$ cat src/rtl/sgwl_pkg.sv
package sgwl_pkg;

  // Geometry of the managed space (powers of two, so field splits are bit slices)
  localparam int PAGES_PER_BLK    = 64;
  localparam int BLKS_PER_PLANE   = 256;
  localparam int PLANES_PER_DIE_N = 2;
  localparam int DIES_PER_PKG     = 2;
  localparam int PACKAGES         = 2;

  localparam int TOTAL_PAGES = PAGES_PER_BLK * BLKS_PER_PLANE * PLANES_PER_DIE_N
                               * DIES_PER_PKG * PACKAGES;

  localparam int PG_BITS  = $clog2(PAGES_PER_BLK);
  localparam int BLK_BITS = $clog2(BLKS_PER_PLANE);
  localparam int PLN_BITS = $clog2(PLANES_PER_DIE_N);
  localparam int DIE_BITS = $clog2(DIES_PER_PKG);
  localparam int PKG_BITS = $clog2(PACKAGES);

  localparam int BLK_LSB = PG_BITS;
  localparam int PLN_LSB = BLK_LSB + BLK_BITS;
  localparam int DIE_LSB = PLN_LSB + PLN_BITS;
  localparam int PKG_LSB = DIE_LSB + DIE_BITS;

  localparam int PAGE_W = 17;
  localparam int CNT_W  = 16;

  // Number of logical pages; also the reset position of the gap
  localparam logic [PAGE_W-1:0] SPAN = PAGE_W'(TOTAL_PAGES - 1);
  localparam logic [CNT_W-1:0]  CNT_MAX = {CNT_W{1'b1}};
  localparam logic [CNT_W-1:0]  INTERVAL_RST = CNT_W'(100);

  typedef enum logic [1:0] {
    ACT_READ      = 2'd0,
    ACT_WRITE     = 2'd1,
    ACT_MOVE_DONE = 2'd2
  } action_t;

  // Mapping state shared from the controller to the translator
  typedef struct packed {
    logic [PAGE_W-1:0] start_offset;
    logic [PAGE_W-1:0] gap_position;
  } map_state_t;

  typedef struct packed {
    logic [PAGE_W-1:0] move_to;
    logic [PAGE_W-1:0] move_from;
    logic              move_request;
  } move_t;

  typedef struct packed {
    logic              range_error;
    move_t             mv;
    logic              package_index;
    logic              die_index;
    logic              plane_index;
    logic [7:0]        block_index;
    logic [5:0]        page_in_block;
    logic [PAGE_W-1:0] physical_page;
  } result_t;

endpackage

$ cat src/rtl/start_gap_wear_leveler_top.sv
// Start-Gap wear leveler: translates logical page beats to physical pages
// over TOTAL_PAGES physical pages holding one page fewer of logical data.
// Input channel (in_*): tuser carries the action (read map, write map, gap
// move done), tdata the logical page. Output channel (out_*): one result beat
// per input beat, with the physical page, its page/block/plane/die/package
// split and, on a write that hits the interval, a move request naming the
// source page and the gap page. tuser flags move request and range error.
// Configuration: cfg_we/cfg_wdata write the move interval (reset 100); write
// only while no beat is in flight.
// Pipeline: an input beat goes into the input register, then through translation
// and state update into the result register, which holds the result beat.
// Throughput: one beat per cycle while out_tready stays high; the limit is the
// combinational add/compare of the translation and the in-order update of the start/gap state.
// Stall: when out_tready is low the result holds; the input register still
// takes one more beat if it is empty, then in_tready falls until the result drains.
// Reset (rst_n low, synchronous): start 0, gap at the last page, write count
// 0, no move pending, both pipeline registers empty.
module start_gap_wear_leveler_top (
  input  logic        clk,
  input  logic        rst_n,
  // configuration
  input  logic        cfg_we,
  input  logic [15:0] cfg_wdata,
  // input channel
  input  logic        in_tvalid,
  output logic        in_tready,
  input  logic [23:0] in_tdata,   // [16:0] logical_page, rest zero
  input  logic [1:0]  in_tuser,   // [1:0] action
  // result channel
  output logic        out_tvalid,
  input  logic        out_tready,
  output logic [71:0] out_tdata,  // [16:0] physical_page, [22:17] page_in_block,
                                  // [30:23] block_index, [31] plane_index,
                                  // [32] die_index, [33] package_index,
                                  // [50:34] move_from, [67:51] move_to, rest zero
  output logic [1:0]  out_tuser   // [0] move_request, [1] range_error
);

  // input register
  logic                          in_valid_r;
  sgwl_pkg::action_t             act_r;
  logic [sgwl_pkg::PAGE_W-1:0]   la_r;
  // result register
  logic                          out_valid_r;
  sgwl_pkg::result_t             res_r, res_nxt;

  logic                          advance;
  logic                          fire;
  logic                          is_map;
  sgwl_pkg::map_state_t          st;
  sgwl_pkg::move_t               mv;
  logic                          map_err;
  logic [sgwl_pkg::PAGE_W-1:0]   map_pa;
  logic [5:0]                    map_pg;
  logic [7:0]                    map_blk;
  logic                          map_pln;
  logic                          map_die;
  logic                          map_pkg;

  // result slot frees when empty or being taken this cycle
  assign advance   = !out_valid_r || out_tready;
  assign fire      = in_valid_r && advance;
  assign in_tready = !in_valid_r || advance;

  always_ff @(posedge clk) begin
    if (!rst_n) begin
      in_valid_r <= 1'b0;
    end else if (in_tready) begin
      in_valid_r <= in_tvalid;
    end
  end

  always_ff @(posedge clk) begin
    if (in_tready && in_tvalid) begin
      act_r <= sgwl_pkg::action_t'(in_tuser);
      la_r  <= in_tdata[sgwl_pkg::PAGE_W-1:0];
    end
  end

  sgwl_map u_map (
    .logical_page  (la_r),
    .st            (st),
    .range_error   (map_err),
    .physical_page (map_pa),
    .page_in_block (map_pg),
    .block_index   (map_blk),
    .plane_index   (map_pln),
    .die_index     (map_die),
    .package_index (map_pkg)
  );

  sgwl_ctrl u_ctrl (
    .clk         (clk),
    .rst_n       (rst_n),
    .cfg_we      (cfg_we),
    .cfg_wdata   (cfg_wdata),
    .fire        (fire),
    .action      (act_r),
    .range_error (map_err),
    .st          (st),
    .mv          (mv)
  );

  // only read and write beats carry a mapping; others give an all-zero result
  assign is_map = (act_r == sgwl_pkg::ACT_READ) || (act_r == sgwl_pkg::ACT_WRITE);

  always_comb begin
    res_nxt = '0;
    if (is_map) begin
      res_nxt.range_error   = map_err;
      res_nxt.physical_page = map_pa;
      res_nxt.page_in_block = map_pg;
      res_nxt.block_index   = map_blk;
      res_nxt.plane_index   = map_pln;
      res_nxt.die_index     = map_die;
      res_nxt.package_index = map_pkg;
      res_nxt.mv            = mv;
    end
  end

  always_ff @(posedge clk) begin
    if (!rst_n) begin
      out_valid_r <= 1'b0;
    end else if (advance) begin
      out_valid_r <= in_valid_r;
    end
  end

  always_ff @(posedge clk) begin
    if (fire) begin
      res_r <= res_nxt;
    end
  end

  assign out_tvalid = out_valid_r;
  assign out_tdata  = {4'b0, res_r.mv.move_to, res_r.mv.move_from, res_r.package_index,
                       res_r.die_index, res_r.plane_index, res_r.block_index,
                       res_r.page_in_block, res_r.physical_page};
  assign out_tuser  = {res_r.range_error, res_r.mv.move_request};

endmodule

$ cat src/rtl/sgwl_map.sv
module sgwl_map (
  input  logic [sgwl_pkg::PAGE_W-1:0] logical_page,
  input  sgwl_pkg::map_state_t        st,
  output logic                        range_error,
  output logic [sgwl_pkg::PAGE_W-1:0] physical_page,
  output logic [5:0]                  page_in_block,
  output logic [7:0]                  block_index,
  output logic                        plane_index,
  output logic                        die_index,
  output logic                        package_index
);

  logic [sgwl_pkg::PAGE_W:0]   sum;
  logic [sgwl_pkg::PAGE_W-1:0] wrapped;
  logic [sgwl_pkg::PAGE_W-1:0] pa;

  always_comb begin
    range_error = (logical_page >= sgwl_pkg::SPAN);
    // la is at most SPAN and start is below SPAN, so one subtract brings the sum into range
    sum = {1'b0, logical_page} + {1'b0, st.start_offset};
    if (sum >= {1'b0, sgwl_pkg::SPAN}) begin
      sum = sum - {1'b0, sgwl_pkg::SPAN};
    end
    wrapped = sum[sgwl_pkg::PAGE_W-1:0];
    // skip over the gap
    if (wrapped >= st.gap_position) begin
      pa = wrapped + 1'b1;
    end else begin
      pa = wrapped;
    end
    if (range_error) begin
      pa = '0;
    end
    physical_page = pa;
    page_in_block = 6'(pa[sgwl_pkg::PG_BITS-1:0]);
    block_index   = 8'(pa[sgwl_pkg::BLK_LSB +: sgwl_pkg::BLK_BITS]);
    plane_index   = 1'(pa[sgwl_pkg::PLN_LSB +: sgwl_pkg::PLN_BITS]);
    die_index     = 1'(pa[sgwl_pkg::DIE_LSB +: sgwl_pkg::DIE_BITS]);
    package_index = 1'(pa[sgwl_pkg::PKG_LSB +: sgwl_pkg::PKG_BITS]);
  end

endmodule

$ cat src/rtl/sgwl_ctrl.sv
module sgwl_ctrl (
  input  logic                       clk,
  input  logic                       rst_n,
  input  logic                       cfg_we,
  input  logic [sgwl_pkg::CNT_W-1:0] cfg_wdata,
  input  logic                       fire,
  input  sgwl_pkg::action_t          action,
  input  logic                       range_error,
  output sgwl_pkg::map_state_t       st,
  output sgwl_pkg::move_t            mv
);

  logic [sgwl_pkg::CNT_W-1:0]  interval_r;
  logic [sgwl_pkg::PAGE_W-1:0] start_r, start_nxt;
  logic [sgwl_pkg::PAGE_W-1:0] gap_r, gap_nxt;
  logic [sgwl_pkg::CNT_W-1:0]  cnt_r, cnt_nxt;
  logic                        pending_r, pending_nxt;
  logic [sgwl_pkg::CNT_W-1:0]  cnt_inc;
  logic [sgwl_pkg::CNT_W-1:0]  limit;
  logic [sgwl_pkg::PAGE_W-1:0] start_inc;

  assign st.start_offset = start_r;
  assign st.gap_position = gap_r;

  always_comb begin
    start_nxt   = start_r;
    gap_nxt     = gap_r;
    cnt_nxt     = cnt_r;
    pending_nxt = pending_r;
    mv          = '0;
    cnt_inc     = (cnt_r < sgwl_pkg::CNT_MAX) ? cnt_r + 1'b1 : cnt_r;
    limit       = (interval_r == '0) ? sgwl_pkg::CNT_W'(1) : interval_r;
    start_inc   = start_r + 1'b1;
    if (fire) begin
      case (action)
        sgwl_pkg::ACT_WRITE: begin
          if (!range_error) begin
            cnt_nxt = cnt_inc;
            if (cnt_inc >= limit && !pending_r) begin
              pending_nxt     = 1'b1;
              cnt_nxt         = '0;
              mv.move_request = 1'b1;
              mv.move_from    = (gap_r == '0) ? sgwl_pkg::SPAN : gap_r - 1'b1;
              mv.move_to      = gap_r;
            end
          end
        end
        sgwl_pkg::ACT_MOVE_DONE: begin
          if (pending_r) begin
            pending_nxt = 1'b0;
            if (gap_r == '0) begin
              gap_nxt   = sgwl_pkg::SPAN;
              start_nxt = (start_inc >= sgwl_pkg::SPAN) ? '0 : start_inc;
            end else begin
              gap_nxt = gap_r - 1'b1;
            end
          end
        end
        default: begin
        end
      endcase
    end
  end

  always_ff @(posedge clk) begin
    if (!rst_n) begin
      interval_r <= sgwl_pkg::INTERVAL_RST;
      start_r    <= '0;
      gap_r      <= sgwl_pkg::SPAN;
      cnt_r      <= '0;
      pending_r  <= 1'b0;
    end else begin
      if (cfg_we) begin
        interval_r <= cfg_wdata;
      end
      start_r   <= start_nxt;
      gap_r     <= gap_nxt;
      cnt_r     <= cnt_nxt;
      pending_r <= pending_nxt;
    end
  end

  a_gap_range: assert property (@(posedge clk) disable iff (!rst_n)
    gap_r <= sgwl_pkg::SPAN)
    else $error("gap beyond last physical page");

  a_start_range: assert property (@(posedge clk) disable iff (!rst_n)
    start_r < sgwl_pkg::SPAN)
    else $error("start offset out of range");

  a_req_sets_pending: assert property (@(posedge clk) disable iff (!rst_n)
    mv.move_request |=> pending_r)
    else $error("move request did not mark a move pending");

  a_req_only_idle: assert property (@(posedge clk) disable iff (!rst_n)
    mv.move_request |-> !pending_r)
    else $error("second move request while one is pending");

  a_done_rotates: assert property (@(posedge clk) disable iff (!rst_n)
    (fire && action == sgwl_pkg::ACT_MOVE_DONE && pending_r)
      |=> (!pending_r && gap_r != $past(gap_r)))
    else $error("move completion did not rotate the gap");

endmodule
$ cat config.mk
export PLATFORM = sky130hd
export DESIGN_NAME = start_gap_wear_leveler_top
export DESIGN_NICKNAME = d
export VERILOG_FILES = /design/src/rtl/sgwl_pkg.sv /design/src/rtl/start_gap_wear_leveler_top.sv /design/src/rtl/sgwl_map.sv /design/src/rtl/sgwl_ctrl.sv
export SDC_FILE = /design/constraint.sdc
export NUM_CORES = 1
export LEC_CHECK = 0
export ABC_AREA = 1
export BUFFER_PORTS_ARGS = -buffer_cell sky130_fd_sc_hd__buf_2
export CORE_MARGIN = 2
export CORE_UTILIZATION = 45
export CTS_BUF_LIST = sky130_fd_sc_hd__clkbuf_16
export DETAILED_ROUTE_END_ITERATION = 12
export HOLD_SLACK_MARGIN = 0.06
export MAX_ROUTING_LAYER = met4
export PLACE_DENSITY_LB_ADDON = 0.2
export SYNTH_ARGS = -nofsm -noshare
export SYNTH_HDL_FRONTEND = slang
export SYNTH_HIERARCHICAL = 1
export SYNTH_SLANG_ARGS = --single-unit
$ cat constraint.sdc
create_clock -name clk -period 20.5 [get_ports clk]
set_input_delay 4.1 -clock clk [delete_from_list [all_inputs] [get_ports clk]]
set_output_delay 4.1 -clock clk [all_outputs]
set_load 0.005 [all_outputs]
==> results of run 1 <==
-- flip-flops by register name, indices dropped and copies added (netlist names) --
name	count
act_r	2
in_valid_r	1
la_r	17
out_tdata	68
out_tuser	2
out_tvalid	1
u_ctrl/cnt_r	16
u_ctrl/gap_r	17
u_ctrl/interval_r	16
u_ctrl/pending_r	1
u_ctrl/start_r	17
-- kinds of logic (layout without fill, tap and decap cells) --
family,Yosys count,after routing,share of synthesized area
other cells,1,4,0.000340
flops,158,158,0.368
compound gates,206,206,0.0985
fa+ha+maj,57,57,0.0654
buf+inv,349,441,0.135
simple gates,774,774,0.317
xor+xnor,20,20,0.0159
-- layout make-up --
| class | instances | area, sq um | area share |
|---|---|---|---|
| Inverter | 291 | 1090 | 0.0891 |
| Tap cell | 324 | 405 | 0.0331 |
| Multi-Input combinational cell | 1061 | 5510 | 0.449 |
| Clock inverter | 15 | 173 | 0.0141 |
| Clock buffer | 17 | 425 | 0.0347 |
| Sequential cell | 158 | 4050 | 0.331 |
| Timing Repair Buffer | 118 | 608 | 0.0496 |
-- report_power, final --
part           leakage (nW)  total (mW)  internal [mW]  switching, mW
sequential             1.42       0.351          0.346        0.00489
clock                 0.282       0.319          0.164          0.155
combinational          4.39      0.0647         0.0219         0.0427
total                  6.10       0.734          0.532          0.202
-- cell usage after synthesis, types with 9 or more instances --
cell / instances / share of area
o21ai_0: 68 / 0.031
inv_1: 278 / 0.095
xor2_1: 15 / 0.012
a21oi_1: 112 / 0.051
inv_2: 11 / 0.0037
nor3_1: 14 / 0.0064
nor2_1: 212 / 0.072
buf_6: 11 / 0.011
nand2_1: 344 / 0.12
dfxtp_1: 69 / 0.13
nand4_1: 39 / 0.022
nor2_4: 9 / 0.0092
nand3_1: 84 / 0.038
nor2_2: 16 / 0.0091
edfxtp_1: 89 / 0.24
clkbuf_1: 17 / 0.0058
ha_1: 56 / 0.064
buf_4: 23 / 0.016
nand2_2: 16 / 0.0091
-- worst min-delay path: stages, from the launching register on --
cell and delay (ps):
dfxtp_1 310, inv_1 70, a21oi_1 60
-- worst max-delay path by stage --
stage                             endpoint  cells past startpoint
final                            in_tready                      4
after global routing             in_tready                      4
after CTS                        in_tready                      4
after detailed placement         in_tready                      4
after global placement           in_tready                      4
after floorplan           u_ctrl/gap_r[12]                      9
-- per-stage QoR --
stage / instance area, sq um / total power, mW / utilization
floorplan: 11000 / 0.406 / -
global placement: 11700 / 0.422 / 0.483
detailed placement: 11700 / 0.423 / 0.483
CTS: 12300 / 0.742 / 0.507
global route: 12300 / 0.763 / 0.507
finish: 12300 / 0.734 / 0.507
-- routing by layer --
layer	GRT usage	vias to the layer above
li1	-	5146
met1	0.270	4287
met4	0.0643	0
met3	0.0284	38
met2	0.323	232
met5	-	-
==> out/qor.txt, run 1 <==
crit path time final: 8830 ps
Critical Path RT: 16400 ps
Yosys reg bits: 158
Cells after Synth: 1565
post-placement cell count: 1952
layout cell share with drive strength beyond 1: 0.137
fin cells: 1984
Worst VDD drop: 0.0509 mV
wl on met1: 12.2 mm
Post-Route Hold Slack: 486 ps
setup bufs post-CTS: 0
Reg2Reg Launch Point: u_ctrl/start_r[0]
Vias per Instance: 4.89
most frequent cells in the layout: 344 x nand2_1, 278 x inv_1, 212 x nor2_1
cell area power density: 59.9 mW/mm^2
largest net degree at the start of global routing: 74
delay-heaviest family, CP: buffers and inverters
final slew viol count: 0
skew final: 14.4 ps
I/O pin count: 123
initial drt markers: 575
Arrival @ worst endpoint: 4730 ps
pre-CTS setup slack: 11660 ps
Starting Density: 0.456
ANT nets after route: 0
CTS Sinks: 158
DRC violations left: 0
post-synthesis cell type count: 49
HPWL after DPL: 19.0 mm
Setup Viol. Count Final: 0
slowest stage delay, CP: 200 ps
Yosys warnings: 6
global-route wire length before repair: 41.6 mm
Max-Cap Viols: 0
final hold vios: 0
Max Freq: 113 MHz
total wire length: 25.3 mm
status: completed
startpoint types: input pin
die boundary width: 161 microns
n_diodes: 0
Slew headroom: 0.407
Tightest Pin Transition: 890 ps
critical path class: in2out
# hold bufs at CTS: 0
num rows: 57
average size of a mapped cell: 7.04 sq um
fill count: 2424
CTS Buffer Depth: 2
fin crit share: 0.431
GRT Total Usage: 0.203
Top FF cell, synth: edfxtp_1
CP bufs+invs: 3
max layer used: met4
CP endpoint kind: primary output
initial antenna violation count: 0
met2 WL: 11.5 mm
critical path fanouts, max: 3
TritonCTS clock tree: done
commonest non-fill, non-tap cell in the layout: nand2_1
R2R setup slack: 14820 ps
reg2reg end: out_tdata[9]
GP Congestion: 0.878
crit-path cells: buf_2 -> inv_1 -> nand3_1 -> buf_2
DR pass1 iterations: 5
Die Area: 0.0258 sq mm
P&R area growth vs syn: 11.2%
vias in the first global route: 8704
RSZ-0062 raised after global routing: false
crit path from: out_tready
drt wl/cell: 12.7 microns
total number of vias: 9703
nets@finish: 1751
CTS resizes: 0
worst hold path class: reg2reg
post-synthesis cell area: 0.0110 sq mm
Core ar.: 0.0242 sq mm
Post-synth EDFFs: 89
CTS H-tree lvls: 4
reg2reg path depth: 33
# port buffers: 111
register area share after synthesis: 0.368
Min-Delay Endpoint: u_ctrl/interval_r[9]
grt ovf: 0
clock root cell: clkbuf_16
Fin Setup TNS: 0 ps
P_leak: 6.10 nW
CTS Buf Count: 17
Hold Startpoint: u_ctrl/interval_r[9]
setup ws final: 11670 ps
die height: 161 microns
CP max-delay cell: nand3_1
Most common cell on crit path: buf_2
clock latency on the worst-skew pair: 440 ps
asr flop ratio synth: 0
hold path depth: 2
Clock transition at path regs: 70 ps
met3 wire length: 1.11 mm
(Power assumes the default switching activity.)
==> run 2: changes to the inputs <==
==> constraint.sdc (replaced) <==
create_clock -name clk -period 8.8 [get_ports clk]
set_input_delay 1.76 -clock clk [delete_from_list [all_inputs] [get_ports clk]]
set_output_delay 1.76 -clock clk [all_outputs]
set_load 0.005 [all_outputs]
==> out/qor.txt, run 2 (synthesis gave the netlist of run 1 again) <==
status: completed
# port buffers: 111
CP endpoint kind: flip-flop
initial antenna violation count: 0
HPWL after DPL: 19.1 mm
final slew viol count: 0
TritonCTS clock tree: done
# hold bufs at CTS: 0
R2R setup slack: 3110 ps
n_diodes: 0
skew final: 12.2 ps
largest net degree at the start of global routing: 74
P_leak: 6.11 nW
most frequent cells in the layout: 344 x nand2_1, 278 x inv_1, 212 x nor2_1
ANT nets after route: 0
Critical Path RT: 8950 ps
Max-Cap Viols: 0
fill count: 2392
CTS Buf Count: 17
Die Area: 0.0258 sq mm
initial drt markers: 673
DR pass1 iterations: 5
GP Congestion: 0.884
layout cell share with drive strength beyond 1: 0.137
worst hold path class: reg2reg
nets@finish: 1751
drt wl/cell: 12.7 microns
slowest stage delay, CP: 490 ps
Setup Viol. Count Final: 0
CTS Buffer Depth: 2
fin crit share: 0.647
Slew headroom: 0.337
DRC violations left: 0
Min-Delay Endpoint: u_ctrl/interval_r[12]
Reg2Reg Launch Point: u_ctrl/start_r[0]
reg2reg end: out_tdata[26]
Worst VDD drop: 0.110 mV
crit path time final: 5690 ps
clock latency on the worst-skew pair: 430 ps
startpoint types: flip-flop
P&R area growth vs syn: 11.3%
Max Freq: 176 MHz
Post-Route Hold Slack: 486 ps
cell area power density: 141 mW/mm^2
num rows: 57
die boundary width: 161 microns
commonest non-fill, non-tap cell in the layout: nand2_1
Arrival @ worst endpoint: 5850 ps
Hold Startpoint: u_ctrl/interval_r[12]
Vias per Instance: 4.88
setup bufs post-CTS: 0
hold path depth: 2
vias in the first global route: 8753
CTS H-tree lvls: 4
final hold vios: 0
Pwr Total: 1.74 mW
Layout Utilization: 0.508
Starting Density: 0.456
total number of vias: 9673
Clock transition at path regs: 70 ps
global-route wire length before repair: 42.1 mm
I/O pin count: 123
clock root cell: clkbuf_16
CTS Sinks: 158
die height: 161 microns
total wire length: 25.3 mm
Tightest Pin Transition: 992 ps
GRT Total Usage: 0.205
critical path fanouts, max: 17
reg2reg path depth: 34
Largest register FFs: 68
Most common cell on crit path: nand2_1
CP max-delay cell: dfxtp_1
RSZ-0062 raised after global routing: false
CTS resizes: 0
Core ar.: 0.0242 sq mm
Fin Setup TNS: 0 ps
grt ovf: 0
critical path class: reg2reg
-- run 2: cell types whose count changed in the layout (fill, tap and decap cells not counted) --
cell / previous run / this run
bufinv_16: 0 / 2
clkinv_1: 2 / 3
clkinv_8: 4 / 2
clkinvlp_4: 3 / 1
inv_6: 0 / 4
inv_8: 6 / 2
clkinv_2: 0 / 1
-- run 2: through the flow --
stage,setup WS [ps],std cells,cell area (sq um)
after floorplan,1870,1568,11000
after global placement,3240,1952,11700
after detailed placement,3150,1952,11700
after CTS,3110,1984,12300
after global routing,2630,1984,12300
final,3110,1984,12300
-- run 2: worst max-delay path by stage --
stage | end | cells past startpoint | startpoint
finish | out_tdata[26] | 34 | u_ctrl/start_r[0]
global route | out_tdata[9] | 34 | u_ctrl/start_r[0]
CTS | out_tdata[26] | 33 | u_ctrl/start_r[0]
detailed placement | out_tdata[26] | 33 | u_ctrl/start_r[0]
global placement | out_tdata[26] | 33 | u_ctrl/start_r[0]
floorplan | u_ctrl/gap_r[12] | 9 | out_tready
-- run 2: final cells by class --
| type | instances | area [sq um] | area share |
|---|---|---|---|
| Clock buffer | 17 | 425 | 0.0347 |
| Sequential cell | 158 | 4050 | 0.330 |
| Multi-Input combinational cell | 1061 | 5510 | 0.449 |
| Timing Repair Buffer | 118 | 608 | 0.0495 |
| Inverter | 291 | 1090 | 0.0890 |
| Tap cell | 324 | 405 | 0.0330 |
| Clock inverter | 15 | 184 | 0.0150 |
-- run 2: critical path: cells and delay by family, from the launching register on --
| family | cells | cell delay [ps] |
|---|---|---|
| and+or+nand+nor | 24 | 3180 |
| buffers and inverters | 6 | 650 |
| xor gates and xnor gates | 1 | 160 |
| DFF | 1 | 490 |
| adders and majority gates | 3 | 940 |
-- run 2: power by group --
part	internal, mW	switching [mW]	total, mW
combinational	0.0510	0.0993	0.150
sequential	0.806	0.0115	0.818
clock	0.429	0.338	0.768
total	1.29	0.449	1.74
-- run 2: layer usage --
metal	GRT usage	vias to the layer above	wire (microns)	share of wire
li1	-	5133	-	-
met1	0.277	4283	12300	0.49
met2	0.330	238	11600	0.46
met3	0.0251	19	1090	0.043
met4	0.0528	0	277	0.011
met5	-	-	0	0
==> run 3: changes to the inputs <==
--- a/config.mk
+++ b/config.mk
@@ -5,7 +5,7 @@
 export SDC_FILE = /design/constraint.sdc
 export NUM_CORES = 1
 export LEC_CHECK = 0
-export ABC_AREA = 1
+export ABC_AREA = 0
 export BUFFER_PORTS_ARGS = -buffer_cell sky130_fd_sc_hd__buf_2
 export CORE_MARGIN = 2
 export CORE_UTILIZATION = 45
==> constraint.sdc (replaced) <==
create_clock -name clk -period 5.1 [get_ports clk]
set_input_delay 1.02 -clock clk [delete_from_list [all_inputs] [get_ports clk]]
set_output_delay 1.02 -clock clk [all_outputs]
set_load 0.005 [all_outputs]
==> out/qor.txt, run 3 <==
Setup Viol. Count Final: 34
clock latency on the worst-skew pair: 430 ps
Pwr Total: 2.96 mW
vias in the first global route: 8339
Max Freq: 181 MHz
P_leak: 5.66 nW
met3 wire length: 1.11 mm
RSZ-0062 raised after global routing: true
Tightest Pin Transition: 1050 ps
final hold vios: 0
Synth area leader: edfxtp_1
Yosys warnings: 6
most instantiated cells after synthesis: 89 x edfxtp_1, 89 x nand2_1, 87 x nor2_1
average size of a mapped cell: 9.15 sq um
Slew headroom: 0.300
met2 WL: 11.9 mm
Area after DPL: 0.0123 sq mm
GRT Total Usage: 0.210
GP Congestion: 0.878
startpoint types: flip-flop
Largest register FFs: 68
failing checks: setup timing
Starting Density: 0.461
grt ovf: 0
die height: 157 microns
cell area power density: 226 mW/mm^2
die boundary width: 157 microns
Critical Path RT: 5250 ps
ANT nets after route: 0
HPWL after DPL: 18.4 mm
Yosys reg bits: 158
drt wl/cell: 14.7 microns
setup ws final: -435 ps
global-route wire length before repair: 40.6 mm
CTS Buf Count: 17
TritonCTS clock tree: done
CP endpoint kind: flip-flop
asr flop ratio synth: 0
Die Area: 0.0246 sq mm
DR pass1 iterations: 6
nets@finish: 1465
fin cells: 1687
most frequent cells in the layout: 156 x buf_4, 111 x buf_2, 89 x edfxtp_1
Layout Utilization: 0.575
register area share after synthesis: 0.386
fin crit share: 1.09
pre-CTS setup slack: -459 ps
critical path class: reg2reg
commonest non-fill, non-tap cell in the layout: buf_4
post-placement cell count: 1644
I/O pin count: 123
initial drt markers: 567
main area contributors after synthesis: edfxtp_1 25%, dfxtp_1 13%, ha_1 6.7%, nor2b_1 4.7%, nand2_1 3.2%
DRC violations left: 0
clock root cell: clkbuf_16
total number of vias: 9033
Core ar.: 0.0228 sq mm
Top FF cell, synth: edfxtp_1
skew final: 18.3 ps
n_diodes: 0
final slew viol count: 0
# hold bufs at CTS: 0
Post-Route Hold Slack: 505 ps
wl on met1: 11.5 mm
initial antenna violation count: 0
fin area: 0.0131 sq mm
Worst VDD drop: 0.191 mV
num rows: 55
CTS Buffer Depth: 2
post-synthesis cell type count: 92
Max-Cap Viols: 0
critical path fanouts, max: 7
largest net degree at the start of global routing: 75
post-synthesis cell area: 0.0105 sq mm
Fin Setup TNS: -9120 ps
P&R area growth vs syn: 24.7%
crit path time final: 5540 ps
# port buffers: 111
Yosys top cell area share: 0.254
max layer used: met4
Cells after Synth: 1148
Clock transition at path regs: 70 ps
worst hold path class: reg2reg
CTS H-tree lvls: 4
status: complete, but fails checks
CTS Sinks: 158
layout cell share with drive strength beyond 1: 0.282
total wire length: 24.7 mm
Post-synth EDFFs: 89
Vias per Instance: 5.35
Arrival @ worst endpoint: 5690 ps
## run 3: cell types whose count changed after synthesis, moves of 33 or more
cell / change
a21oi_1: -54
nand3_1: -39
o21ai_0: -33
nor2_1: -125
inv_1: -227
nand2_1: -255
nor2b_1: +79
## run 3: worst max-delay path, stage by stage, from the launching register on
cell,delay (ps)
edfxtp_1,460
ha_4,170
inv_2,40
fa_2,350
nand2b_4,160
a211oi_4,360
nor3_1,100
nand4b_1,230
nor4_4,320
and4_4,290
a21oi_4,80
buf_4,140
buf_4,140
nor3_4,140
xnor2_2,110
ha_1,300
o2111ai_1,100
o21ai_1,170
nor4b_4,240
o21a_1,180
o211ai_1,120
buf_4,160
a2111oi_4,260
nand3_1,150
mux2_4,320
nor2b_1,130
## run 3: per-layer routing
layer / GRT usage / vias to the layer above
met5: - / -
li1: - / 4601
met1: 0.273 / 4190
met2: 0.349 / 223
met3: 0.0274 / 19
met4: 0.0494 / 0
## run 3: final cells by class
cell class	instances	area (sq um)
Timing Repair Buffer	268	1740
Sequential cell	158	4060
Clock inverter	15	151
Multi-Input combinational cell	865	6140
Tap cell	313	392
Inverter	51	191
Clock buffer	17	425
Fill cell	2058	9680
## run 3: cells by family after synthesis
kind of cell,synth area share
adder cells (fa/ha/maj),0.0686
XOR/XNOR,0.0492
multiplexers,0.0226
AND/OR/NAND/NOR,0.259
buffers and inverters,0.0560
flip-flops,0.386
AO/OA/AOI/OAI,0.158
other,0.000357
## run 3: path summary, 6_finish.rpt
kind | start | endpoint | slack [ps] | depth (start not counted)
hold / removal | u_ctrl/cnt_r[14] | u_ctrl/cnt_r[14] | 510 | 2
setup / recovery | la_r[0] | out_tdata[16] | -440 | 25
setup reg to reg | la_r[0] | out_tdata[16] | -440 | 25
hold reg to reg | u_ctrl/cnt_r[14] | u_ctrl/cnt_r[14] | 510 | 2
## run 3: where the power goes
part / total, mW / internal (mW) / switching [mW]
clock: 1.25 / 0.651 / 0.597
sequential: 1.41 / 1.39 / 0.0199
combinational: 0.302 / 0.139 / 0.163
## run 3: what timing repair did
| item | in CTS | in global routing |
|---|---|---|
| setup buffers | 6 | 5 |
| endpoints found under the setup margin | 34 | 34 |
| pin swaps | 19 | 12 |
| resized for setup | 22 | 12 |
